[src/hdl/lsbr_pkg.sv]
// Shared types and constants for the line-scan beacon run finder.
// No dependencies; every other file refers to this package by scoped names.
package lsbr_pkg;

  localparam int PIXELS = 128;
  localparam int IDX_W  = $clog2(PIXELS);
  localparam int LEN_W  = $clog2(PIXELS + 1);
  localparam int CTR_W  = LEN_W + 1;

  localparam int THR_W  = 10;
  localparam int MINW_W = 8;
  localparam int CW_W   = 7;
  localparam int SMP_W  = 10;
  localparam int CFG_IDX_W  = 2;
  localparam int CFG_DATA_W = 10;

  localparam logic [CFG_IDX_W-1:0] CFG_THRESHOLD      = 2'd0;
  localparam logic [CFG_IDX_W-1:0] CFG_MIN_WIDTH      = 2'd1;
  localparam logic [CFG_IDX_W-1:0] CFG_CENTERED_WIDTH = 2'd2;

  localparam logic [THR_W-1:0]  THRESHOLD_RST      = 10'd512;
  localparam logic [MINW_W-1:0] MIN_WIDTH_RST      = 8'd2;
  localparam logic [CW_W-1:0]   CENTERED_WIDTH_RST = 7'd8;

  localparam logic signed [7:0] NO_CENTER = -8'sd1;

  typedef enum logic [1:0] {
    DIR_NONE   = 2'd0,
    DIR_LEFT   = 2'd1,
    DIR_CENTER = 2'd2,
    DIR_RIGHT  = 2'd3
  } dir_e;

  typedef struct packed {
    dir_e               direction;
    logic signed [7:0]  center;
    logic [6:0]         best_start;
    logic [7:0]         best_width;
  } result_t;

endpackage

[src/hdl/lsbr_ifs.sv]
// Valid/ready channel interfaces for pixels in and results out.
// Depends on lsbr_pkg for field widths.
interface lsbr_pixel_if;
  logic                         valid;
  logic                         ready;
  logic [lsbr_pkg::SMP_W-1:0]   sample;
  logic                         frame_end;

  modport source (output valid, output sample, output frame_end, input ready);
  modport sink   (input valid, input sample, input frame_end, output ready);
endinterface

interface lsbr_result_if;
  logic              valid;
  logic              ready;
  logic [1:0]        direction;
  logic signed [7:0] center;
  logic [6:0]        best_start;
  logic [7:0]        best_width;

  modport source (output valid, output direction, output center, output best_start,
                  output best_width, input ready);
  modport sink   (input valid, input direction, input center, input best_start,
                  input best_width, output ready);
endinterface

[src/hdl/lsbr_tracker.sv]
// Per-pixel run tracking, configuration registers and end-of-line classification.
// Depends on lsbr_pkg and lsbr_pixel_if.
module lsbr_tracker (
  input  logic                             clk_i,
  input  logic                             rst_ni,
  input  logic                             cfg_we_i,
  input  logic [lsbr_pkg::CFG_IDX_W-1:0]   cfg_idx_i,
  input  logic [lsbr_pkg::CFG_DATA_W-1:0]  cfg_data_i,
  lsbr_pixel_if.sink                       pix_i,
  input  logic                             hold_i,
  output logic                             push_o,
  output lsbr_pkg::result_t                res_o
);

  logic [lsbr_pkg::THR_W-1:0]  threshold_q;
  logic [lsbr_pkg::MINW_W-1:0] min_width_q;
  logic [lsbr_pkg::CW_W-1:0]   centered_width_q;

  logic [lsbr_pkg::IDX_W-1:0] pix_idx_q, pix_idx_d;
  logic [lsbr_pkg::LEN_W-1:0] run_len_q, run_len_d;
  logic [lsbr_pkg::IDX_W-1:0] run_start_q, run_start_d;
  logic [lsbr_pkg::IDX_W-1:0] best_start_q, best_start_d;
  logic [lsbr_pkg::LEN_W-1:0] best_w_q, best_w_d;

  logic                       accept;
  logic                       lit;
  logic [lsbr_pkg::CTR_W-1:0] ctr_raw, ctr_c, win_hi, win_lo_sum;
  logic                       detect;

  assign pix_i.ready = ~hold_i;
  assign accept      = pix_i.valid & ~hold_i;
  assign lit         = pix_i.sample > threshold_q;

  always_ff @(posedge clk_i or negedge rst_ni) begin
    if (!rst_ni) begin
      threshold_q      <= lsbr_pkg::THRESHOLD_RST;
      min_width_q      <= lsbr_pkg::MIN_WIDTH_RST;
      centered_width_q <= lsbr_pkg::CENTERED_WIDTH_RST;
    end else if (cfg_we_i) begin
      unique case (cfg_idx_i)
        lsbr_pkg::CFG_THRESHOLD:      threshold_q      <= cfg_data_i[lsbr_pkg::THR_W-1:0];
        lsbr_pkg::CFG_MIN_WIDTH:      min_width_q      <= cfg_data_i[lsbr_pkg::MINW_W-1:0];
        lsbr_pkg::CFG_CENTERED_WIDTH: centered_width_q <= cfg_data_i[lsbr_pkg::CW_W-1:0];
        default: ;
      endcase
    end
  end

  always_comb begin
    run_start_d  = run_start_q;
    run_len_d    = run_len_q;
    best_start_d = best_start_q;
    best_w_d     = best_w_q;

    if (lit) begin
      if (run_len_q == '0) run_start_d = pix_idx_q;
      if (run_len_q < lsbr_pkg::LEN_W'(lsbr_pkg::PIXELS)) run_len_d = run_len_q + 1'b1;
      if (run_len_d > best_w_q) begin
        best_start_d = run_start_d;
        best_w_d     = run_len_d;
      end
    end else begin
      run_len_d = '0;
    end

    // hold the index at the last pixel on an overlong line
    if (pix_idx_q < lsbr_pkg::IDX_W'(lsbr_pkg::PIXELS - 1)) pix_idx_d = pix_idx_q + 1'b1;
    else                                                     pix_idx_d = pix_idx_q;

    // classify from the updated best run
    detect     = best_w_d > min_width_q;
    ctr_raw    = lsbr_pkg::CTR_W'(best_start_d) + lsbr_pkg::CTR_W'(best_w_d >> 1);
    ctr_c      = (ctr_raw > lsbr_pkg::CTR_W'(lsbr_pkg::PIXELS - 1)) ?
                 lsbr_pkg::CTR_W'(lsbr_pkg::PIXELS - 1) : ctr_raw;
    win_hi     = lsbr_pkg::CTR_W'(lsbr_pkg::PIXELS / 2) + lsbr_pkg::CTR_W'(centered_width_q);
    win_lo_sum = ctr_c + lsbr_pkg::CTR_W'(centered_width_q);

    res_o.best_start = best_start_d;
    res_o.best_width = best_w_d;
    if (!detect) begin
      res_o.direction = lsbr_pkg::DIR_NONE;
      res_o.center    = lsbr_pkg::NO_CENTER;
    end else begin
      res_o.center = {1'b0, ctr_c[lsbr_pkg::IDX_W-1:0]};
      priority if ((ctr_c < win_hi && win_lo_sum > lsbr_pkg::CTR_W'(lsbr_pkg::PIXELS / 2))
                   || ctr_c == lsbr_pkg::CTR_W'(lsbr_pkg::PIXELS / 2)) begin
        res_o.direction = lsbr_pkg::DIR_CENTER;
      end else if (ctr_c < lsbr_pkg::CTR_W'(lsbr_pkg::PIXELS / 2)) begin
        res_o.direction = lsbr_pkg::DIR_LEFT;
      end else begin
        res_o.direction = lsbr_pkg::DIR_RIGHT;
      end
    end
  end

  assign push_o = accept & pix_i.frame_end;

  always_ff @(posedge clk_i or negedge rst_ni) begin
    if (!rst_ni) begin
      pix_idx_q    <= '0;
      run_len_q    <= '0;
      run_start_q  <= '0;
      best_start_q <= '0;
      best_w_q     <= '0;
    end else if (accept) begin
      if (pix_i.frame_end) begin
        // start the next line from scratch
        pix_idx_q    <= '0;
        run_len_q    <= '0;
        run_start_q  <= '0;
        best_start_q <= '0;
        best_w_q     <= '0;
      end else begin
        pix_idx_q    <= pix_idx_d;
        run_len_q    <= run_len_d;
        run_start_q  <= run_start_d;
        best_start_q <= best_start_d;
        best_w_q     <= best_w_d;
      end
    end
  end

endmodule

[src/hdl/lsbr_out_buf.sv]
// Result register with one skid entry behind it.
// Depends on lsbr_pkg and lsbr_result_if.
module lsbr_out_buf (
  input  logic               clk_i,
  input  logic               rst_ni,
  input  logic               push_i,
  input  lsbr_pkg::result_t  data_i,
  output logic               full_o,
  lsbr_result_if.source      res_o
);

  logic              out_valid_q, skid_valid_q;
  lsbr_pkg::result_t out_q, skid_q;
  logic              pop;

  assign pop    = out_valid_q & res_o.ready;
  assign full_o = skid_valid_q;

  always_ff @(posedge clk_i or negedge rst_ni) begin
    if (!rst_ni) begin
      out_valid_q  <= 1'b0;
      skid_valid_q <= 1'b0;
    end else if (skid_valid_q) begin
      // no push while the skid entry is occupied
      if (pop) begin
        skid_valid_q <= 1'b0;
      end
    end else if (push_i) begin
      if (out_valid_q && !pop) skid_valid_q <= 1'b1;
      else                     out_valid_q  <= 1'b1;
    end else if (pop) begin
      out_valid_q <= 1'b0;
    end
  end

  always_ff @(posedge clk_i) begin
    if (skid_valid_q) begin
      if (pop) out_q <= skid_q;
    end else if (push_i) begin
      if (out_valid_q && !pop) skid_q <= data_i;
      else                     out_q  <= data_i;
    end
  end

  assign res_o.valid      = out_valid_q;
  assign res_o.direction  = out_q.direction;
  assign res_o.center     = out_q.center;
  assign res_o.best_start = out_q.best_start;
  assign res_o.best_width = out_q.best_width;

endmodule

[src/hdl/line_scan_beacon_run_finder_core.sv]
// Top level of the line-scan beacon run finder.
// Depends on lsbr_pkg, lsbr_ifs, lsbr_tracker and lsbr_out_buf.
//
// Pixels enter on pix_i (valid/ready), one 10-bit sample per transfer, with
// frame_end set on the last pixel of a scan line. Each pixel updates the run
// tracker in the cycle it is taken; the frame_end pixel also produces one
// result, the longest lit run of the line and its classification, which is
// registered in the result register or skid entry. Other pixels give no result.
// Throughput is one pixel per cycle while the skid entry is free: the run update
// and classification are one compare/add path, tracker state to result register.
// Thresholds are written through cfg_we_i/cfg_idx_i/cfg_data_i, index 0
// threshold, 1 min_width, 2 centered_width; write them only while idle.
// Reset clears the line state and loads the register defaults (512, 2, 8);
// no result is pending after reset. When the receiver stalls, the result
// register holds and one more result fits in a skid entry; only when that
// entry is also full does pix_i.ready drop.
module line_scan_beacon_run_finder_core (
  input  logic                             clk_i,
  input  logic                             rst_ni,
  input  logic                             cfg_we_i,
  input  logic [lsbr_pkg::CFG_IDX_W-1:0]   cfg_idx_i,
  input  logic [lsbr_pkg::CFG_DATA_W-1:0]  cfg_data_i,
  lsbr_pixel_if.sink                       pix_i,
  lsbr_result_if.source                    res_o
);

  logic              push;
  logic              full;
  lsbr_pkg::result_t result;

  lsbr_tracker u_tracker (
    .clk_i      (clk_i),
    .rst_ni     (rst_ni),
    .cfg_we_i   (cfg_we_i),
    .cfg_idx_i  (cfg_idx_i),
    .cfg_data_i (cfg_data_i),
    .pix_i      (pix_i),
    .hold_i     (full),
    .push_o     (push),
    .res_o      (result)
  );

  lsbr_out_buf u_out_buf (
    .clk_i  (clk_i),
    .rst_ni (rst_ni),
    .push_i (push),
    .data_i (result),
    .full_o (full),
    .res_o  (res_o)
  );

endmodule

[src/flat_wrapper.sv]
// flat-port wrapper written by rule: the top's interface ports become plain ports
module line_scan_beacon_run_finder_core_flat 
  (clk_i, rst_ni, cfg_we_i, cfg_idx_i, cfg_data_i, pix_i_valid, pix_i_sample, pix_i_frame_end, pix_i_ready, res_o_valid, res_o_direction, res_o_center, res_o_best_start, res_o_best_width, res_o_ready);
  lsbr_pixel_if pix_i_i ();
  lsbr_result_if res_o_i ();
  input  logic clk_i;
  input  logic rst_ni;
  input  logic cfg_we_i;
  input  logic [lsbr_pkg::CFG_IDX_W-1:0] cfg_idx_i;
  input  logic [lsbr_pkg::CFG_DATA_W-1:0] cfg_data_i;
  input wire logic [$bits(pix_i_i.valid)-1:0] pix_i_valid;
  input wire logic [$bits(pix_i_i.sample)-1:0] pix_i_sample;
  input wire logic [$bits(pix_i_i.frame_end)-1:0] pix_i_frame_end;
  output wire logic [$bits(pix_i_i.ready)-1:0] pix_i_ready;
  output wire logic [$bits(res_o_i.valid)-1:0] res_o_valid;
  output wire logic [$bits(res_o_i.direction)-1:0] res_o_direction;
  output wire logic [$bits(res_o_i.center)-1:0] res_o_center;
  output wire logic [$bits(res_o_i.best_start)-1:0] res_o_best_start;
  output wire logic [$bits(res_o_i.best_width)-1:0] res_o_best_width;
  input wire logic [$bits(res_o_i.ready)-1:0] res_o_ready;
  assign pix_i_i.valid = pix_i_valid;
  assign pix_i_i.sample = pix_i_sample;
  assign pix_i_i.frame_end = pix_i_frame_end;
  assign pix_i_ready = pix_i_i.ready;
  assign res_o_valid = res_o_i.valid;
  assign res_o_direction = res_o_i.direction;
  assign res_o_center = res_o_i.center;
  assign res_o_best_start = res_o_i.best_start;
  assign res_o_best_width = res_o_i.best_width;
  assign res_o_i.ready = res_o_ready;
  line_scan_beacon_run_finder_core u_core (.clk_i(clk_i), .rst_ni(rst_ni), .cfg_we_i(cfg_we_i), .cfg_idx_i(cfg_idx_i), .cfg_data_i(cfg_data_i), .pix_i(pix_i_i), .res_o(res_o_i));
endmodule
[config.mk]
export PLATFORM = sky130hd
export DESIGN_NAME = line_scan_beacon_run_finder_core_flat
export DESIGN_NICKNAME = d
export VERILOG_FILES = /design/src/hdl/lsbr_pkg.sv /design/src/hdl/lsbr_ifs.sv /design/src/hdl/lsbr_tracker.sv /design/src/hdl/lsbr_out_buf.sv /design/src/hdl/line_scan_beacon_run_finder_core.sv /design/src/flat_wrapper.sv
export SDC_FILE = /design/constraint.sdc
export NUM_CORES = 1
export LEC_CHECK = 0
export ABC_CLOCK_PERIOD_IN_PS = 7140
export BUFFER_PORTS_ARGS = -buffer_cell sky130_fd_sc_hd__buf_2
export CAP_MARGIN = 20
export CORE_ASPECT_RATIO = 0.75
export CORE_MARGIN = 1
export CORE_UTILIZATION = 46
export CTS_CLUSTER_DIAMETER = 50
export DETAILED_ROUTE_END_ITERATION = 10
export PLACE_DENSITY = 0.74
export SYNTH_ARGS = -nofsm -noshare
export SYNTH_HDL_FRONTEND = slang
export SYNTH_HIERARCHICAL = 1
export SYNTH_SLANG_ARGS = --single-unit
[constraint.sdc]
create_clock -name clk_i -period 7.14 [get_ports clk_i]
set_input_delay 0.357 -clock clk_i [delete_from_list [all_inputs] [get_ports clk_i]]
set_output_delay 0.357 -clock clk_i [all_outputs]
set_load 0.02 [all_outputs]
* After elaboration in Yosys (flattened, before gate mapping) *
Cells that the tools add are included.

word-level totals
  register bits = 114
  output and inout port bits = 27
  word-level logic and storage cells = 90

operators by class
  $add $sub $neg = 5
  magnitude comparators = 9
  equality and inequality tests = 6
  mux-type cells = 30
  bitwise operators = 4
  reductions and logical operators = 18

operator list
  kind                   number
  $mux W25               4
  $mux W8                8
  $mux W7                8
  $gt A8 B8 Y1           2
  $gt A10 B10 Y1         1
  $mux W10               1
  $reduce_and A2 Y1      5
  $add A8 B7 Y9          1
  $gt A9 B7 Y1 const B   1
  $reduce_and A3 Y1      3
  $add A7 B7 Y8          1
  $add A7 B7 Y8 const A  1
  $add A8 B1 Y8 const B  1
  $eq A8 B7 Y1 const B   1
  $gt A8 B7 Y1 const B   1
  $logic_not A8 Y1       1
  $lt A8 B7 Y1 const B   1
  $lt A8 B8 Y1           1
  $lt A8 B8 Y1 const B   1
  $reduce_bool A2 Y1     4
  $add A7 B1 Y7 const B  1
  $lt A7 B7 Y1 const B   1
  $mux W1                7
  $mux W2                2
  10 further kinds       14

* Longest topological paths before layout *
  depth in word-level cells = 18
  depth in mapped cells = 34
  gate-level depth less buffers = 31

* Modules after synthesis *
The synthesis kept the hierarchy.

by module, submodules not included
  module        instances  cells an instance  area each (um^2)
  lsbr_tracker  1          484                4445.5
  lsbr_out_buf  1          89                 2019.4

* Worst setup path before layout *
No wires, ideal clock.

  path type = register -> register
  start point = register u_core/u_tracker/run_len_q[0] in the netlist's numbering
  end point = register u_core.u_out_buf.out_q, in the netlist u_core/u_out_buf/res_o.direction[1], data pin
  library setup time = 260 ps
  arrival = 6301 ps
  data required time = 6880 ps
  setup slack = 579 ps
  stages on the path, launching flop included = 32
  buffers on the path = 2
  cells stage by stage = dfrtp_1 > ha_1 > nor2b_1 > nand3_1 > nor2_1 > xor2_1 > ha_1 > nand4_1 > nor2_1 > a211o_1 > a21oi_1 > clkbuf_1 > nor2_1 > a21oi_1 > ha_1 > nor2_1 > a2111oi_4 > a211oi_4 > o31ai_1 > buf_2 > or2_1 > ha_1 > inv_1 > fa_1 > o21bai_1 > a21oi_1 > xnor2_1 > nand4b_1 > o311ai_0 > a221oi_1 > o31a_1 > mux2_4

RTL lines
  item                      RTL line             source
  start: declaration        lsbr_tracker.sv:20   logic [lsbr_pkg::LEN_W-1:0] run_len_q, run_len_d;
  start signal: assignment  lsbr_tracker.sv:115  run_len_q <= run_len_d;
  end signal: assignment    lsbr_out_buf.sv:38   if (pop) out_q <= skid_q;
  end signal: assignment    lsbr_out_buf.sv:41   else out_q <= data_i;
  end: declaration          lsbr_out_buf.sv:13   lsbr_pkg::result_t out_q, skid_q;

==> flow_summary.json <==
{
  "grt_antenna_before_repair": 0,
  "drc_errors": 5,
  "synth-simple-area-share_pct": 11.1,
  "clkTransAtPathRegs_ns": 0.06,
  "drt-pass1-iter-count": 10,
  "power_density_mw_per_mm2": 454,
  "net-switching-power_mw": 1.34,
  "start_kind": "register",
  "skew_ns": 0.00984,
  "grt_pass1_vias": 4668,
  "yosysWarnings": 6,
  "reg2reg_to": "u_core/u_out_buf/res_o.direction[1]",
  "worst_slack_ns": 0.356,
  "dominantRegCellSynth": "dfrtp_1",
  "synth_xor_area_share_pct": 2.30,
  "synth_edf_count": 50,
  "synthDistinctLibCells": 70,
  "cts_inserted_buffers": 17,
  "pin_count": 55,
  "relSlewSlack_pct": 31.6,
  "muxShareOfSynthArea_pct": 10.3,
  "setup_viol": 0,
  "cp-end-kind": "register",
  "hpwl_um": 10300,
  "grt_usage_pct": 20.6,
  "synth_cells": 573,
  "p_leak_nw": 3.37,
  "min_path_type": "in -> async",
  "multi_input_area_sq_mm": 0.00311,
  "drv_slew": 0,
  "drive_above_1_share_pct": 25.4,
  "die_h_um": 105,
  "portBuffers": 54,
  "viasPerCell": 5.59,
  "first_iter_violations": 276,
  "syn_to_final_growth_pct": 17.5,
  "power_mw": 3.45,
  "worstSkewPairLatency_ns": 0.42,
  "fin_crit_ns": 6.78,
  "floorplan.initialDensity_pct": 47.2,
  "postRouteAntennaNets": 0,
  "fin_util_pct": 55.5,
  "p_int_mw": 2.11,
  "reg2reg_setup_slack_ns": 0.36,
  "syn-mean-instance-area_sq_um": 11.3,
  "clkPwrFrac_pct": 24.6,
  "vdd_drop_max_mv": 0.243,
  "post_cts_buffers": 0,
  "synth_compound_area_share_pct": 13.7,
  "die_area_sq_mm": 0.0145,
  "die_x_um": 139,
  "critPathKind": "reg -> reg",
  "synthAdderAreaFrac_pct": 10.2,
  "p_seq_share_pct": 27.2,
  "grt_start_max_net_pins": 65,
  "worstPathMaxFanout": 15,
  "cts_sinks": 114,
  "diodes": 0,
  "finalWeightedCongestion": 0.876,
  "violations": "design-rule violations",
  "cp_slowest_cell": "dfrtp_1",
  "fin_setup_tns_ns": 0,
  "num_vias": 4659,
  "cts_tree": "done",
  "core-area_sq_mm": 0.0137,
  "register_area_sq_mm": 0.00311,
  "syn_nets": 653,
  "worstPathArrival_ns": 6.95,
  "comb_power_share_pct": 48.2,
  "reg2reg_from": "u_core/u_tracker/run_len_q[0]",
  "grt_pass1_wl_um": 23200,
  "rows": 37,
  "cts.htree.levels": 4,
  "netlist_area_sq_mm": 0.00646,
  "slowest_delay_ns": 0.40,
  "grt_overflow": 0,
  "swShare_pct": 38.7,
  "outcome": "complete, but fails checks",
  "final_nets": 725,
  "yosys_register_bits": 114,
  "async_flop_share_pct": 56.1,
  "n_fill_cell": 1152,
  "maxCapViolCount": 0,
  "pre_cts_ws_ns": 0.239,
  "wl_per_cell_um": 16.9,
  "fin_crit_sh_pct": 95.0,
  "worst_slew_pin_slew_ns": 1.03,
  "hold_viol": 0,
  "cp.required_ns": 7.30,
  "yosysSeqAreaShare_pct": 48.1,
  "synth_top_family_by_area": "compound AO/OA/AOI/OAI gates",
  "placed_area_sq_mm": 0.00697,
  "max_freq_mhz": 147,
  "cts.path.max_buffers": 2,
  "cp_top_family": "compound AO/OA/AOI/OAI gates",
  "cts_root_buffer": "clkbuf_16",
  "design_area_sq_mm": 0.00760,
  "crit_buf_inv": 2,
  "rr_worst_depth": 30,
  "wirelength_um": 14100
}
flip-flops by register name, indices dropped and copies added, names as in the netlist:
register / count
u_core/u_tracker/pix_idx_q: 7
u_core/u_out_buf/res_o.best_start: 7
u_core/u_out_buf/full_o: 1
u_core/u_tracker/best_w_q: 8
u_core/u_tracker/min_width_q: 8
u_core/u_out_buf/skid_q: 25
u_core/u_tracker/centered_width_q: 7
u_core/u_tracker/threshold_q: 10
u_core/u_out_buf/res_o.best_width: 8
u_core/u_tracker/run_start_q: 7
u_core/u_out_buf/res_o.valid: 1
u_core/u_out_buf/res_o.center: 8
u_core/u_out_buf/res_o.direction: 2
u_core/u_tracker/run_len_q: 8
u_core/u_tracker/best_start_q: 7
layout make-up:
class                   count  area share (%)
flip-flops and latches    114            40.9
well taps                 175            2.88
clock buffers              19            5.70
clock inverters            13            2.14
repair buffers             67            4.84
multi-input cells         393            41.0
inverters                  52            2.57
through the flow:
step           hold slack (ns)  cells
6_report                 0.106    833
5_1_grt                  0.162    833
4_1_cts                  0.143    831
3_5_place_dp             0.486    799
3_3_place_gp             0.483    799
2_1_floorplan           0.0614    573
synthesized netlist by cell type (2+ instances only):
master	number	area share (%)
a211o_1	2	0.27
a21o_1	3	0.35
a21oi_1	28	2.2
a22o_1	19	2.6
a32o_1	2	0.31
and2_1	2	0.19
and3_1	2	0.19
buf_2	2	0.15
buf_6	3	0.52
clkbuf_1	9	0.52
dfrtp_1	61	24
dfstp_2	3	1.2
edfxtp_1	50	23
ha_1	51	9.9
inv_1	50	2.9
inv_2	2	0.12
mux2_2	17	3.0
mux2_4	25	5.8
mux2i_1	10	1.5
nand2_1	50	2.9
nand2b_1	7	0.68
nand3_1	9	0.70
nand3b_1	4	0.46
nand4_1	5	0.48
nor2_1	37	2.1
nor2b_1	5	0.48
nor3_1	3	0.23
o21a_1	2	0.23
o21ai_0	41	3.2
o21ai_1	3	0.23
o21bai_1	4	0.46
o311ai_0	2	0.27
or2_2	4	0.39
or3_1	5	0.48
xnor2_1	8	1.1
xor2_1	9	1.2
how the worst max path moves through the flow:
stage / end / cells past startpoint / from
floorplan: u_core/u_out_buf/res_o.direction[1] / 31 / u_core/u_tracker/run_len_q[0]
global placement: u_core/u_out_buf/res_o.direction[1] / 24 / u_core/u_tracker/run_len_q[0]
detailed placement: u_core/u_out_buf/res_o.direction[1] / 24 / u_core/u_tracker/run_len_q[1]
CTS: u_core/u_out_buf/res_o.direction[1] / 24 / u_core/u_tracker/run_len_q[0]
global route: u_core/u_out_buf/res_o.direction[0] / 30 / u_core/u_tracker/run_len_q[0]
finish: u_core/u_out_buf/res_o.direction[1] / 30 / u_core/u_tracker/run_len_q[0]
power groups by stage:
stage	combinational, mW	sequential (mW)	clock, mW
2_1_floorplan	1.16	1.00	0
3_3_place_gp	1.54	0.941	0
3_5_place_dp	1.62	0.948	0
4_1_cts	1.63	0.937	0.864
5_1_grt	1.82	0.952	0.895
6_report	1.66	0.937	0.848
kinds of logic (layout without fill, tap and decap cells):
| logic type | after synthesis | after routing |
|---|---|---|
| flops | 114 | 114 |
| mux | 52 | 52 |
| compound gates | 127 | 127 |
| fa+ha+maj | 52 | 52 |
| other cells | 1 | 1 |
| buf+inv | 66 | 151 |
| xor+xnor | 17 | 17 |
| simple gates | 144 | 144 |
per-layer routing:
layer / track usage (%) / part of all wire, % / wire length [um]
met1: 28.1 / 47 / 6660
met4: 7.22 / 1.1 / 158
met3: 5.87 / 6.4 / 905
met5: 0 / 0 / 0
met2: 31.5 / 45 / 6370
cells in the final DEF (no fill, tap or decap), types with 13 or more instances in the layout:
cell type	n
buf_2	54
nor2_1	37
a22o_1	19
dfrtp_1	61
clkbuf_16	17
nand2_1	50
o21ai_0	39
buf_4	13
mux2_4	25
ha_1	51
a21oi_1	25
inv_1	50
mux2_2	17
edfxtp_1	50
worst reg2reg max path, delay by kind of cell (launching register included):
kind,cells,cell delay (ns)
muxes,1,0.27
adders and majority gates,4,1.09
xor gates and xnor gates,2,0.44
and+or+nand+nor,9,1.36
DFF,1,0.40
buffers and inverters,2,0.40
AOI/OAI and AO/OA,12,2.57
what timing repair did:
item,4_1_cts,5_1_grt
gates resized for setup,0,7
endpoints found under the setup margin,0,3
hold buffers,0,0
hold endpoints to repair,0,0
(Power assumes the default switching activity.)
